==> config.mk <==
export PLATFORM = sky130hd
export DESIGN_NAME = space_to_depth_address_gen
export DESIGN_NICKNAME = d
export VERILOG_FILES = /design/src/rtl/s2d_pkg.sv /design/src/rtl/s2d_divider.sv /design/src/rtl/s2d_ctrl.sv /design/src/rtl/s2d_datapath.sv /design/src/rtl/space_to_depth_address_gen.sv
export SDC_FILE = /design/constraint.sdc
export NUM_CORES = 2
export LEC_CHECK = 0
export BUFFER_PORTS_ARGS = -buffer_cell sky130_fd_sc_hd__buf_2
export CORE_UTILIZATION = 30
export DETAILED_ROUTE_END_ITERATION = 8
export PLACE_DENSITY = 0.52
export SLEW_MARGIN = 20
export SYNTH_ARGS = -nofsm -noshare
export SYNTH_HDL_FRONTEND = slang
export SYNTH_SLANG_ARGS = --single-unit
==> constraint.sdc <==
create_clock -name clk -period 7 [get_ports clk]
set_input_delay 0.35 -clock clk [delete_from_list [all_inputs] [get_ports clk]]
set_output_delay 0.35 -clock clk [all_outputs]
set_load 0.05 [all_outputs]
==> src/rtl/s2d_pkg.sv <==
// ----------------------------------------------------------------------------
// Space-to-depth address generator package
// Field widths, register indexes and the controller/datapath interface types.
// ----------------------------------------------------------------------------
package s2d_pkg;

    localparam int STRIDE_BITS = 4;
    localparam int DIM_W       = 13;
    localparam int CNT_W       = 12;
    localparam int REM_W       = 3;
    localparam int IDX_W       = 3;
    localparam int DEST_W      = 24;
    localparam int VALUE_W     = 32;

    localparam logic [IDX_W-1:0] REG_STRIDE_ROWS = 3'd0;
    localparam logic [IDX_W-1:0] REG_STRIDE_COLS = 3'd1;
    localparam logic [IDX_W-1:0] REG_IN_CHANNELS = 3'd2;
    localparam logic [IDX_W-1:0] REG_IN_HEIGHT   = 3'd3;
    localparam logic [IDX_W-1:0] REG_IN_WIDTH    = 3'd4;

    typedef logic [1:0] div_sel_t;

    localparam div_sel_t DIV_OUT_ROWS = 2'd0;
    localparam div_sel_t DIV_OUT_COLS = 2'd1;
    localparam div_sel_t DIV_ROW_POS  = 2'd2;
    localparam div_sel_t DIV_COL_POS  = 2'd3;

    typedef struct packed {
        logic     load_item;
        logic     div_start;
        div_sel_t div_sel;
        logic     mul_plane;
        logic     mul_frame;
        logic     calc_group;
        logic     calc_prod;
        logic     emit;
    } s2d_cmd_t;

    typedef struct packed {
        logic div_done;
        logic out_free;
    } s2d_stat_t;

endpackage

==> src/rtl/s2d_divider.sv <==
// ----------------------------------------------------------------------------
// Space-to-depth small divider
// Restoring divider, one quotient bit per cycle, for a stride divisor of 1..8.
// ----------------------------------------------------------------------------
module s2d_divider
(
    input  logic                           clk,
    input  logic                           rst_n,
    input  logic                           start,
    input  logic [s2d_pkg::DIM_W-1:0]       dividend,
    input  logic [s2d_pkg::STRIDE_BITS-1:0] divisor,
    output logic                           done,
    output logic [s2d_pkg::DIM_W-1:0]       quotient,
    output logic [s2d_pkg::REM_W-1:0]       remainder
);
    import s2d_pkg::*;

    localparam int CW = $clog2(DIM_W + 1);

    logic [DIM_W-1:0]       quo_reg, quo_next;
    logic [STRIDE_BITS-1:0] rem_reg, rem_next;
    logic [STRIDE_BITS-1:0] dvs_reg, dvs_next;
    logic [CW-1:0]          cnt_reg, cnt_next;
    logic                   done_reg, done_next;
    logic [STRIDE_BITS:0]   trial;
    logic [STRIDE_BITS:0]   diff;

    assign trial = {rem_reg, quo_reg[DIM_W-1]};
    assign diff  = trial - {1'b0, dvs_reg};

    always_comb
    begin
        quo_next  = quo_reg;
        rem_next  = rem_reg;
        dvs_next  = dvs_reg;
        cnt_next  = cnt_reg;
        done_next = 1'b0;
        if (start)
        begin
            quo_next = dividend;
            rem_next = '0;
            dvs_next = divisor;
            cnt_next = CW'(DIM_W);
        end
        else if (cnt_reg != '0)
        begin
            if (trial >= {1'b0, dvs_reg})
            begin
                rem_next = diff[STRIDE_BITS-1:0];
                quo_next = {quo_reg[DIM_W-2:0], 1'b1};
            end
            else
            begin
                rem_next = trial[STRIDE_BITS-1:0];
                quo_next = {quo_reg[DIM_W-2:0], 1'b0};
            end
            cnt_next  = cnt_reg - 1'b1;
            done_next = (cnt_reg == CW'(1));
        end
    end

    always_ff @(posedge clk or negedge rst_n)
    begin
        if (!rst_n)
        begin
            cnt_reg  <= '0;
            done_reg <= 1'b0;
        end
        else
        begin
            cnt_reg  <= cnt_next;
            done_reg <= done_next;
        end
    end

    always_ff @(posedge clk)
    begin
        quo_reg <= quo_next;
        rem_reg <= rem_next;
        dvs_reg <= dvs_next;
    end

    assign done      = done_reg;
    assign quotient  = quo_reg;
    assign remainder = rem_reg[REM_W-1:0];

endmodule

==> src/rtl/s2d_ctrl.sv <==
// ----------------------------------------------------------------------------
// Space-to-depth controller
// Sequences the setup pass after reset or a register write, then each beat.
// ----------------------------------------------------------------------------
module s2d_ctrl
(
    input  logic                 clk,
    input  logic                 rst_n,
    input  logic                 in_valid,
    output logic                 in_ready,
    input  logic                 cfg_we,
    input  s2d_pkg::s2d_stat_t   stat,
    output s2d_pkg::s2d_cmd_t    cmd
);
    import s2d_pkg::*;

    localparam logic [2:0] ST_IDLE  = 3'd0;
    localparam logic [2:0] ST_DIV   = 3'd1;
    localparam logic [2:0] ST_PLANE = 3'd2;
    localparam logic [2:0] ST_FRAME = 3'd3;
    localparam logic [2:0] ST_GROUP = 3'd4;
    localparam logic [2:0] ST_PROD  = 3'd5;
    localparam logic [2:0] ST_OUT   = 3'd6;

    logic [2:0] state_reg, state_next;
    logic       pend_reg, pend_next;
    div_sel_t   idx_reg, idx_next;

    assign in_ready = (state_reg == ST_IDLE) && !pend_reg;

    always_comb
    begin
        state_next = state_reg;
        pend_next  = pend_reg | cfg_we;
        idx_next   = idx_reg;
        cmd        = '0;
        case (state_reg)
            ST_IDLE:
            begin
                if (pend_reg)
                begin
                    pend_next     = cfg_we;
                    cmd.div_start = 1'b1;
                    cmd.div_sel   = DIV_OUT_ROWS;
                    idx_next      = DIV_OUT_ROWS;
                    state_next    = ST_DIV;
                end
                else if (in_valid)
                begin
                    cmd.load_item = 1'b1;
                    state_next    = ST_GROUP;
                end
            end
            ST_DIV:
            begin
                if (stat.div_done)
                begin
                    if (idx_reg == DIV_COL_POS)
                    begin
                        state_next = ST_PLANE;
                    end
                    else
                    begin
                        cmd.div_start = 1'b1;
                        cmd.div_sel   = idx_reg + 1'b1;
                        idx_next      = idx_reg + 1'b1;
                    end
                end
            end
            ST_PLANE:
            begin
                cmd.mul_plane = 1'b1;
                state_next    = ST_FRAME;
            end
            ST_FRAME:
            begin
                cmd.mul_frame = 1'b1;
                state_next    = ST_IDLE;
            end
            ST_GROUP:
            begin
                cmd.calc_group = 1'b1;
                state_next     = ST_PROD;
            end
            ST_PROD:
            begin
                cmd.calc_prod = 1'b1;
                state_next    = ST_OUT;
            end
            ST_OUT:
            begin
                if (stat.out_free)
                begin
                    cmd.emit   = 1'b1;
                    state_next = ST_IDLE;
                end
            end
            default:
            begin
                state_next = ST_IDLE;
            end
        endcase
    end

    always_ff @(posedge clk or negedge rst_n)
    begin
        if (!rst_n)
        begin
            state_reg <= ST_IDLE;
            pend_reg  <= 1'b1;
            idx_reg   <= DIV_OUT_ROWS;
        end
        else
        begin
            state_reg <= state_next;
            pend_reg  <= pend_next;
            idx_reg   <= idx_next;
        end
    end

endmodule

==> src/rtl/s2d_datapath.sv <==
// ----------------------------------------------------------------------------
// Space-to-depth datapath
// Register file, raster counters, address arithmetic and the output register.
// ----------------------------------------------------------------------------
module s2d_datapath #(
    parameter int ADDR_BITS = 24,
    parameter int DATA_BITS = 32
)
(
    input  logic                        clk,
    input  logic                        rst_n,
    input  logic                        cfg_we,
    input  logic [s2d_pkg::IDX_W-1:0]   cfg_index,
    input  logic [s2d_pkg::DIM_W-1:0]   cfg_data,
    input  logic [s2d_pkg::VALUE_W-1:0] elem_value,
    input  s2d_pkg::s2d_cmd_t           cmd,
    output s2d_pkg::s2d_stat_t          stat,
    output logic                        out_valid,
    input  logic                        out_ready,
    output logic [s2d_pkg::DEST_W-1:0]  dest_addr,
    output logic [s2d_pkg::VALUE_W-1:0] out_value
);
    import s2d_pkg::*;

    localparam int PLANE_W = 2 * DIM_W;
    localparam int GRP_W   = 20;
    localparam int PROD_W  = GRP_W + PLANE_W;
    localparam int FRM_W   = PLANE_W + DIM_W;
    localparam int ROWT_W  = CNT_W + DIM_W + 1;
    localparam logic [DIM_W-1:0] DIM_MAX = DIM_W'(4096);
    localparam logic [STRIDE_BITS-1:0] STRIDE_MAX = STRIDE_BITS'(8);

    logic [STRIDE_BITS-1:0] srows_reg, scols_reg;
    logic [DIM_W-1:0]       chans_reg, height_reg, width_reg;

    logic [STRIDE_BITS-1:0] sh, sw;
    logic [DIM_W-1:0]       nc, nh, nw;

    logic [DIM_W-1:0]    oh_reg, ow_reg;
    logic [PLANE_W-1:0]  plane_reg, chw_reg;
    logic [ADDR_BITS-1:0] frame_reg;

    logic [CNT_W-1:0]    chan_reg, row_reg, col_reg;
    logic [CNT_W-1:0]    rq_reg, cq_reg;
    logic [REM_W-1:0]    rr_reg, cr_reg;
    logic [ADDR_BITS-1:0] base_reg;

    logic [DATA_BITS-1:0] val_reg, oval_reg;
    logic [GRP_W-1:0]     grp_reg;
    logic [ADDR_BITS-1:0] prod_reg;
    logic [ROWT_W-1:0]    rowt_reg;
    logic [ADDR_BITS-1:0] dest_reg;
    logic                 ovalid_reg;

    div_sel_t               dsel_reg;
    logic [DIM_W-1:0]       div_dividend;
    logic [STRIDE_BITS-1:0] div_divisor;
    logic                   div_done;
    logic [DIM_W-1:0]       div_quo;
    logic [REM_W-1:0]       div_rem;

    logic [6:0]           blk_idx;
    logic [PROD_W-1:0]    prod_full;
    logic [FRM_W-1:0]     frame_full;
    logic [ADDR_BITS-1:0] addr_sum;
    logic                 col_last, row_last, chan_last;

    function automatic logic [STRIDE_BITS-1:0] clamp_stride(
        input logic [STRIDE_BITS-1:0] v);
        logic [STRIDE_BITS-1:0] r;
        r = v;
        if (v == '0)
        begin
            r = STRIDE_BITS'(1);
        end
        else if (v > STRIDE_MAX)
        begin
            r = STRIDE_MAX;
        end
        return r;
    endfunction

    function automatic logic [DIM_W-1:0] clamp_dim(input logic [DIM_W-1:0] v);
        logic [DIM_W-1:0] r;
        r = v;
        if (v == '0)
        begin
            r = DIM_W'(1);
        end
        else if (v > DIM_MAX)
        begin
            r = DIM_MAX;
        end
        return r;
    endfunction

    assign sh = clamp_stride(srows_reg);
    assign sw = clamp_stride(scols_reg);
    assign nc = clamp_dim(chans_reg);
    assign nh = clamp_dim(height_reg);
    assign nw = clamp_dim(width_reg);

    always_ff @(posedge clk or negedge rst_n)
    begin
        if (!rst_n)
        begin
            srows_reg  <= STRIDE_BITS'(2);
            scols_reg  <= STRIDE_BITS'(2);
            chans_reg  <= DIM_W'(1);
            height_reg <= DIM_W'(2);
            width_reg  <= DIM_W'(2);
        end
        else if (cfg_we)
        begin
            case (cfg_index)
                REG_STRIDE_ROWS: srows_reg  <= cfg_data[STRIDE_BITS-1:0];
                REG_STRIDE_COLS: scols_reg  <= cfg_data[STRIDE_BITS-1:0];
                REG_IN_CHANNELS: chans_reg  <= cfg_data;
                REG_IN_HEIGHT:   height_reg <= cfg_data;
                REG_IN_WIDTH:    width_reg  <= cfg_data;
                default:         ;
            endcase
        end
    end

    always_comb
    begin
        case (cmd.div_sel)
            DIV_OUT_ROWS:
            begin
                div_dividend = nh;
                div_divisor  = sh;
            end
            DIV_OUT_COLS:
            begin
                div_dividend = nw;
                div_divisor  = sw;
            end
            DIV_ROW_POS:
            begin
                div_dividend = {1'b0, row_reg};
                div_divisor  = sh;
            end
            default:
            begin
                div_dividend = {1'b0, col_reg};
                div_divisor  = sw;
            end
        endcase
    end

    s2d_divider u_div
    (
        .clk       (clk),
        .rst_n     (rst_n),
        .start     (cmd.div_start),
        .dividend  (div_dividend),
        .divisor   (div_divisor),
        .done      (div_done),
        .quotient  (div_quo),
        .remainder (div_rem)
    );

    always_ff @(posedge clk)
    begin
        if (cmd.div_start)
        begin
            dsel_reg <= cmd.div_sel;
        end
    end

    assign blk_idx    = 7'(rr_reg) + 7'(cr_reg) * 7'(sh);
    assign prod_full  = PROD_W'(grp_reg) * PROD_W'(plane_reg);
    assign frame_full = FRM_W'(chw_reg) * FRM_W'(nw);
    assign addr_sum   = base_reg + prod_reg + ADDR_BITS'(rowt_reg);

    assign col_last  = ({1'b0, col_reg} + 1'b1) >= nw;
    assign row_last  = ({1'b0, row_reg} + 1'b1) >= nh;
    assign chan_last = ({1'b0, chan_reg} + 1'b1) >= nc;

    always_ff @(posedge clk)
    begin
        if (cmd.mul_plane)
        begin
            plane_reg <= PLANE_W'(oh_reg) * PLANE_W'(ow_reg);
            chw_reg   <= PLANE_W'(nc) * PLANE_W'(nh);
        end
        if (cmd.mul_frame)
        begin
            frame_reg <= ADDR_BITS'(frame_full);
        end
        if (div_done && (dsel_reg == DIV_OUT_ROWS))
        begin
            oh_reg <= div_quo;
        end
        if (div_done && (dsel_reg == DIV_OUT_COLS))
        begin
            ow_reg <= div_quo;
        end
        if (cmd.load_item)
        begin
            val_reg <= elem_value[DATA_BITS-1:0];
        end
        if (cmd.calc_group)
        begin
            grp_reg <= GRP_W'(blk_idx) * GRP_W'(nc) + GRP_W'(chan_reg);
        end
        if (cmd.calc_prod)
        begin
            prod_reg <= ADDR_BITS'(prod_full);
            rowt_reg <= ROWT_W'(rq_reg) * ROWT_W'(ow_reg) + ROWT_W'(cq_reg);
        end
        if (cmd.emit)
        begin
            dest_reg <= addr_sum;
            oval_reg <= val_reg;
        end
    end

    always_ff @(posedge clk or negedge rst_n)
    begin
        if (!rst_n)
        begin
            chan_reg <= '0;
            row_reg  <= '0;
            col_reg  <= '0;
            rq_reg   <= '0;
            rr_reg   <= '0;
            cq_reg   <= '0;
            cr_reg   <= '0;
            base_reg <= '0;
        end
        else if (div_done && (dsel_reg == DIV_ROW_POS))
        begin
            rq_reg <= div_quo[CNT_W-1:0];
            rr_reg <= div_rem;
        end
        else if (div_done && (dsel_reg == DIV_COL_POS))
        begin
            cq_reg <= div_quo[CNT_W-1:0];
            cr_reg <= div_rem;
        end
        else if (cmd.emit)
        begin
            if (col_last)
            begin
                col_reg <= '0;
                cq_reg  <= '0;
                cr_reg  <= '0;
                if (row_last)
                begin
                    row_reg <= '0;
                    rq_reg  <= '0;
                    rr_reg  <= '0;
                    if (chan_last)
                    begin
                        chan_reg <= '0;
                        base_reg <= base_reg + frame_reg;
                    end
                    else
                    begin
                        chan_reg <= chan_reg + 1'b1;
                    end
                end
                else
                begin
                    row_reg <= row_reg + 1'b1;
                    if (({1'b0, rr_reg} + 1'b1) == sh)
                    begin
                        rr_reg <= '0;
                        rq_reg <= rq_reg + 1'b1;
                    end
                    else
                    begin
                        rr_reg <= rr_reg + 1'b1;
                    end
                end
            end
            else
            begin
                col_reg <= col_reg + 1'b1;
                if (({1'b0, cr_reg} + 1'b1) == sw)
                begin
                    cr_reg <= '0;
                    cq_reg <= cq_reg + 1'b1;
                end
                else
                begin
                    cr_reg <= cr_reg + 1'b1;
                end
            end
        end
    end

    always_ff @(posedge clk or negedge rst_n)
    begin
        if (!rst_n)
        begin
            ovalid_reg <= 1'b0;
        end
        else if (cmd.emit)
        begin
            ovalid_reg <= 1'b1;
        end
        else if (out_ready)
        begin
            ovalid_reg <= 1'b0;
        end
    end

    assign stat.div_done = div_done;
    assign stat.out_free = !ovalid_reg || out_ready;

    assign out_valid = ovalid_reg;
    assign dest_addr = DEST_W'(dest_reg);
    assign out_value = VALUE_W'(oval_reg);

endmodule

==> src/rtl/space_to_depth_address_gen.sv <==
// ----------------------------------------------------------------------------
// Space-to-depth address generator
// Tags each tensor element with its index in the space-to-depth output.
// ----------------------------------------------------------------------------
// Elements arrive on the in_valid/in_ready channel in raster order (batch,
// channel, row, column) and leave on the out_valid/out_ready channel with
// their destination index in dest_addr and the element bits in out_value.
// The five shape registers are written through cfg_we, cfg_index and cfg_data;
// the user must write them only while no beat is in flight (not enforced).
// After reset and after every register write, the block runs a setup pass:
// four 13-step divisions on a shared divider and two multiplies.
// in_ready stays low during this pass.
// Each beat then goes through these steps from acceptance to the output register:
// accept, block-channel product, plane multiply, final sum. One beat is in
// work at a time: the controller takes no new beat before the last one has
// reached the output register, stepping through the two multiplier stages.
// A result waits in the output register while out_ready is low; the next
// beat is accepted and computed meanwhile and holds in its last step until
// the output register frees up.
// Reset clears the raster position and batch offset and loads the default
// shape: strides of two, one channel, two rows and two columns.
// ----------------------------------------------------------------------------
module space_to_depth_address_gen #(
    parameter int ADDR_BITS = 24,
    parameter int DATA_BITS = 32
)
(
    input  logic                        clk,
    input  logic                        rst_n,
    input  logic                        in_valid,
    output logic                        in_ready,
    input  logic [s2d_pkg::VALUE_W-1:0] elem_value,
    output logic                        out_valid,
    input  logic                        out_ready,
    output logic [s2d_pkg::DEST_W-1:0]  dest_addr,
    output logic [s2d_pkg::VALUE_W-1:0] out_value,
    input  logic                        cfg_we,
    input  logic [s2d_pkg::IDX_W-1:0]   cfg_index,
    input  logic [s2d_pkg::DIM_W-1:0]   cfg_data
);
    import s2d_pkg::*;

    s2d_cmd_t  cmd;
    s2d_stat_t stat;

    s2d_ctrl u_ctrl
    (
        .clk      (clk),
        .rst_n    (rst_n),
        .in_valid (in_valid),
        .in_ready (in_ready),
        .cfg_we   (cfg_we),
        .stat     (stat),
        .cmd      (cmd)
    );

    s2d_datapath #(
        .ADDR_BITS (ADDR_BITS),
        .DATA_BITS (DATA_BITS)
    ) u_dp
    (
        .clk        (clk),
        .rst_n      (rst_n),
        .cfg_we     (cfg_we),
        .cfg_index  (cfg_index),
        .cfg_data   (cfg_data),
        .elem_value (elem_value),
        .cmd        (cmd),
        .stat       (stat),
        .out_valid  (out_valid),
        .out_ready  (out_ready),
        .dest_addr  (dest_addr),
        .out_value  (out_value)
    );

endmodule

==> impl_metrics.json <==
{
  "swShare": 0.488,
  "yosysWarnings": 0,
  "finalSetupViolCount": 0,
  "startpoint": "u_dp.srows_reg[1]",
  "slew_headroom": 0.286,
  "status": "completed",
  "rows": 155,
  "synthCells": 5603,
  "core_sq_um": 179000,
  "ys_seq_elements": 426,
  "grt_max_degree": 90,
  "grt_antenna_before_repair": 6,
  "p_total_mw": 27.4,
  "grt_usage": 0.169,
  "die_area_sq_um": 182000,
  "layout_common_cells": "inv_1 (989), nand2_1 (866), fa_1 (834)",
  "die_y_um": 426,
  "cts_buffers": 52,
  "reg2reg_from": "u_dp.srows_reg[1]",
  "cts_root_buf": "clkbuf_16",
  "path_max_fanout": 5,
  "synth_edf_count": 273,
  "drive_above_1_share": 0.0894,
  "power.leakage_nw": 28.1,
  "clk_latency_ns": 0.68,
  "seqPwrFrac": 0.153,
  "synthFlopType": "edfxtp_1",
  "critPathCaptureType": "flop",
  "crit_arrival_ns": 7.19,
  "maxCapViolCount": 0,
  "cp_num_buf_inv": 8,
  "avgViaCountPerCell": 4.75,
  "syn_nets": 6951,
  "layout_commonest_cell": "inv_1",
  "clk_pin_slew_ns": 0.07,
  "ir_drop_mv": 0.835,
  "dp_hpwl_mm": 121,
  "avgRoutedWirePerCell_um": 18.4,
  "power_switching_mw": 13.4,
  "min_period_ns": 6.75,
  "ys_seq_area_frac": 0.223,
  "postSynthAreaPerCell_sq_um": 9.63,
  "min_from": "cfg_we",
  "antennaDiodeCount": 0,
  "gp_congestion": 0.873,
  "routed_wl_mm": 150,
  "routed.top_layer": "met4",
  "fin_worst_skew_ns": 0.0228,
  "cpMostUsedCell": "fa_1",
  "worst_slew_pin_slew_ns": 1.06,
  "finalNetCount": 7119,
  "hold_path_class": "in -> reg",
  "placement.io_buffers": 110,
  "dr_total_vias": 38800,
  "synthToLayoutAreaGrowth_pct": 11.8,
  "grt_pass1_vias": 41500,
  "met3WireLength_mm": 6.02,
  "p_per_area_nw_per_um2": 454,
  "period_share": 0.965,
  "power.share.combinational": 0.747,
  "syn_area_sq_um": 54000,
  "grt_setup_unrepaired": "true",
  "path_class": "reg -> reg",
  "wl_met1_mm": 65.3,
  "p_clk_frac": 0.100,
  "synth.area.top_cells": "fa_1 (31%), edfxtp_1 (15%), ha_1 (11%)",
  "ant_nets": 0,
  "synth_cell_types": 96,
  "drt_iter0_drc": 2171,
  "p_int_mw": 14.0,
  "die_w_um": 426,
  "cts_tree": "built",
  "slowest_stage": "fa_1",
  "critPathLaunchType": "flop",
  "yosysTopAreaCellShare": 0.309,
  "grt_pass1_wl_mm": 239,
  "yosys.area.top_type": "fa_1",
  "fmax_mhz": 148,
  "cp.required_ns": 7.43,
  "crit_family": "adder cells",
  "start_util": 0.302,
  "drc": 0,
  "place_ws_ns": -0.148,
  "crit_path_max_incr_delay_ns": 0.53,
  "setup_ws_ns": 0.247,
  "synth-async-reset-ratio": 0.350,
  "gr-total-overflow": 0,
  "drv_slew": 0,
  "final_hold_viol_count": 0,
  "dr_wl_met2_mm": 74.4,
  "clock_sinks": 426,
  "ios": 111,
  "h-tree-depth": 2,
  "clockBufferDepth": 3,
  "first_pass_iters": 5
}
path summary, 6_finish.rpt:
kind,endpoint,slack [ns],cells after the start
max,u_dp.grp_reg[17],0.25,28
min,u_ctrl.pend_reg,0.04,2
max reg2reg,u_dp.grp_reg[17],0.25,28
min reg2reg,u_dp.out_value[1],0.42,0
max in group asynchronous,u_dp.u_div.cnt_reg[2],5.18,3
min in group asynchronous,u_dp.width_reg[6],0.33,2
synth_stat cells, drive strengths merged, types with 7 or more instances:
cell and instances:
a211oi 15, a21o 50, a21oi 139, a221oi 8, a2bb2oi 9, a31o 7
a31oi 12, a32oi 17, and2 338, and3 46, buf 13, clkbuf 207
dfrtp 143, edfxtp 273, fa 834, ha 461, inv 994, mux2 52
nand2 867, nand2b 35, nand3 58, nand4 13, nor2 257, nor2b 57
nor3 38, nor4 12, o211ai 13, o21a 18, o21ai 175, o21bai 19
o22ai 19, o31ai 10, o41ai 12, or2 11, or3 12, xnor2 183
xor2 78
power groups by stage:
stage,registers [mW],logic [mW],clock network [mW]
CTS,4.18,20.5,2.84
finish,4.19,20.5,2.75
detailed placement,4.23,20.3,0
floorplan,4.03,14.5,0
global placement,4.23,20.1,0
global route,4.21,23.1,2.92
layout make-up:
class / instances / area [sq um]
Clock buffer: 57 / 1320
Sequential cell: 426 / 12000
Multi-Input combinational cell: 3960 / 37600
Timing Repair Buffer: 334 / 2360
Tap cell: 2355 / 2950
Inverter: 997 / 3740
Clock inverter: 41 / 392
Fill cell: 18300 / 118000
what timing repair did:
item                                    CTS  global route
cloned                                    0             1
gates resized for setup                   5            28
hold buffers                             42             0
buffers inserted                          0             8
endpoints found under the hold margin   140             0
endpoints found under the setup margin    5            10
pin swaps                                 1            15
through the flow:
stage / area [sq um] / utilization / hold slack, ns / cells / TNS, ns
2_1_floorplan: 54000 / - / 0.0544 / 5603 / 0
3_3_place_gp: 58000 / 0.325 / 0.400 / 8021 / -0.166
3_5_place_dp: 58000 / 0.325 / 0.405 / 8021 / -0.344
4_1_cts: 60100 / 0.337 / 0.000970 / 8161 / 0
5_1_grt: 60300 / 0.338 / 0.0334 / 8170 / -0.0525
6_report: 60300 / 0.338 / 0.0351 / 8170 / 0
routing by layer:
layer / vias to the layer above / GRT usage
met5: - / 0
met4: 0 / 0.0500
met3: 201 / 0.0175
met2: 896 / 0.298
met1: 19800 / 0.217
li1: 17900 / -
cells by family after synthesis:
group | Yosys count | share of synthesized area
adder cells (fa/ha/maj) | 1295 | 0.416
buffers and inverters | 1217 | 0.0851
multiplexers | 55 | 0.0114
flip-flops | 426 | 0.223
AND/OR/NAND/NOR | 1773 | 0.153
AO/OA/AOI/OAI | 576 | 0.0694
XOR/XNOR | 261 | 0.0423
Power figures use the tool's default switching activity.
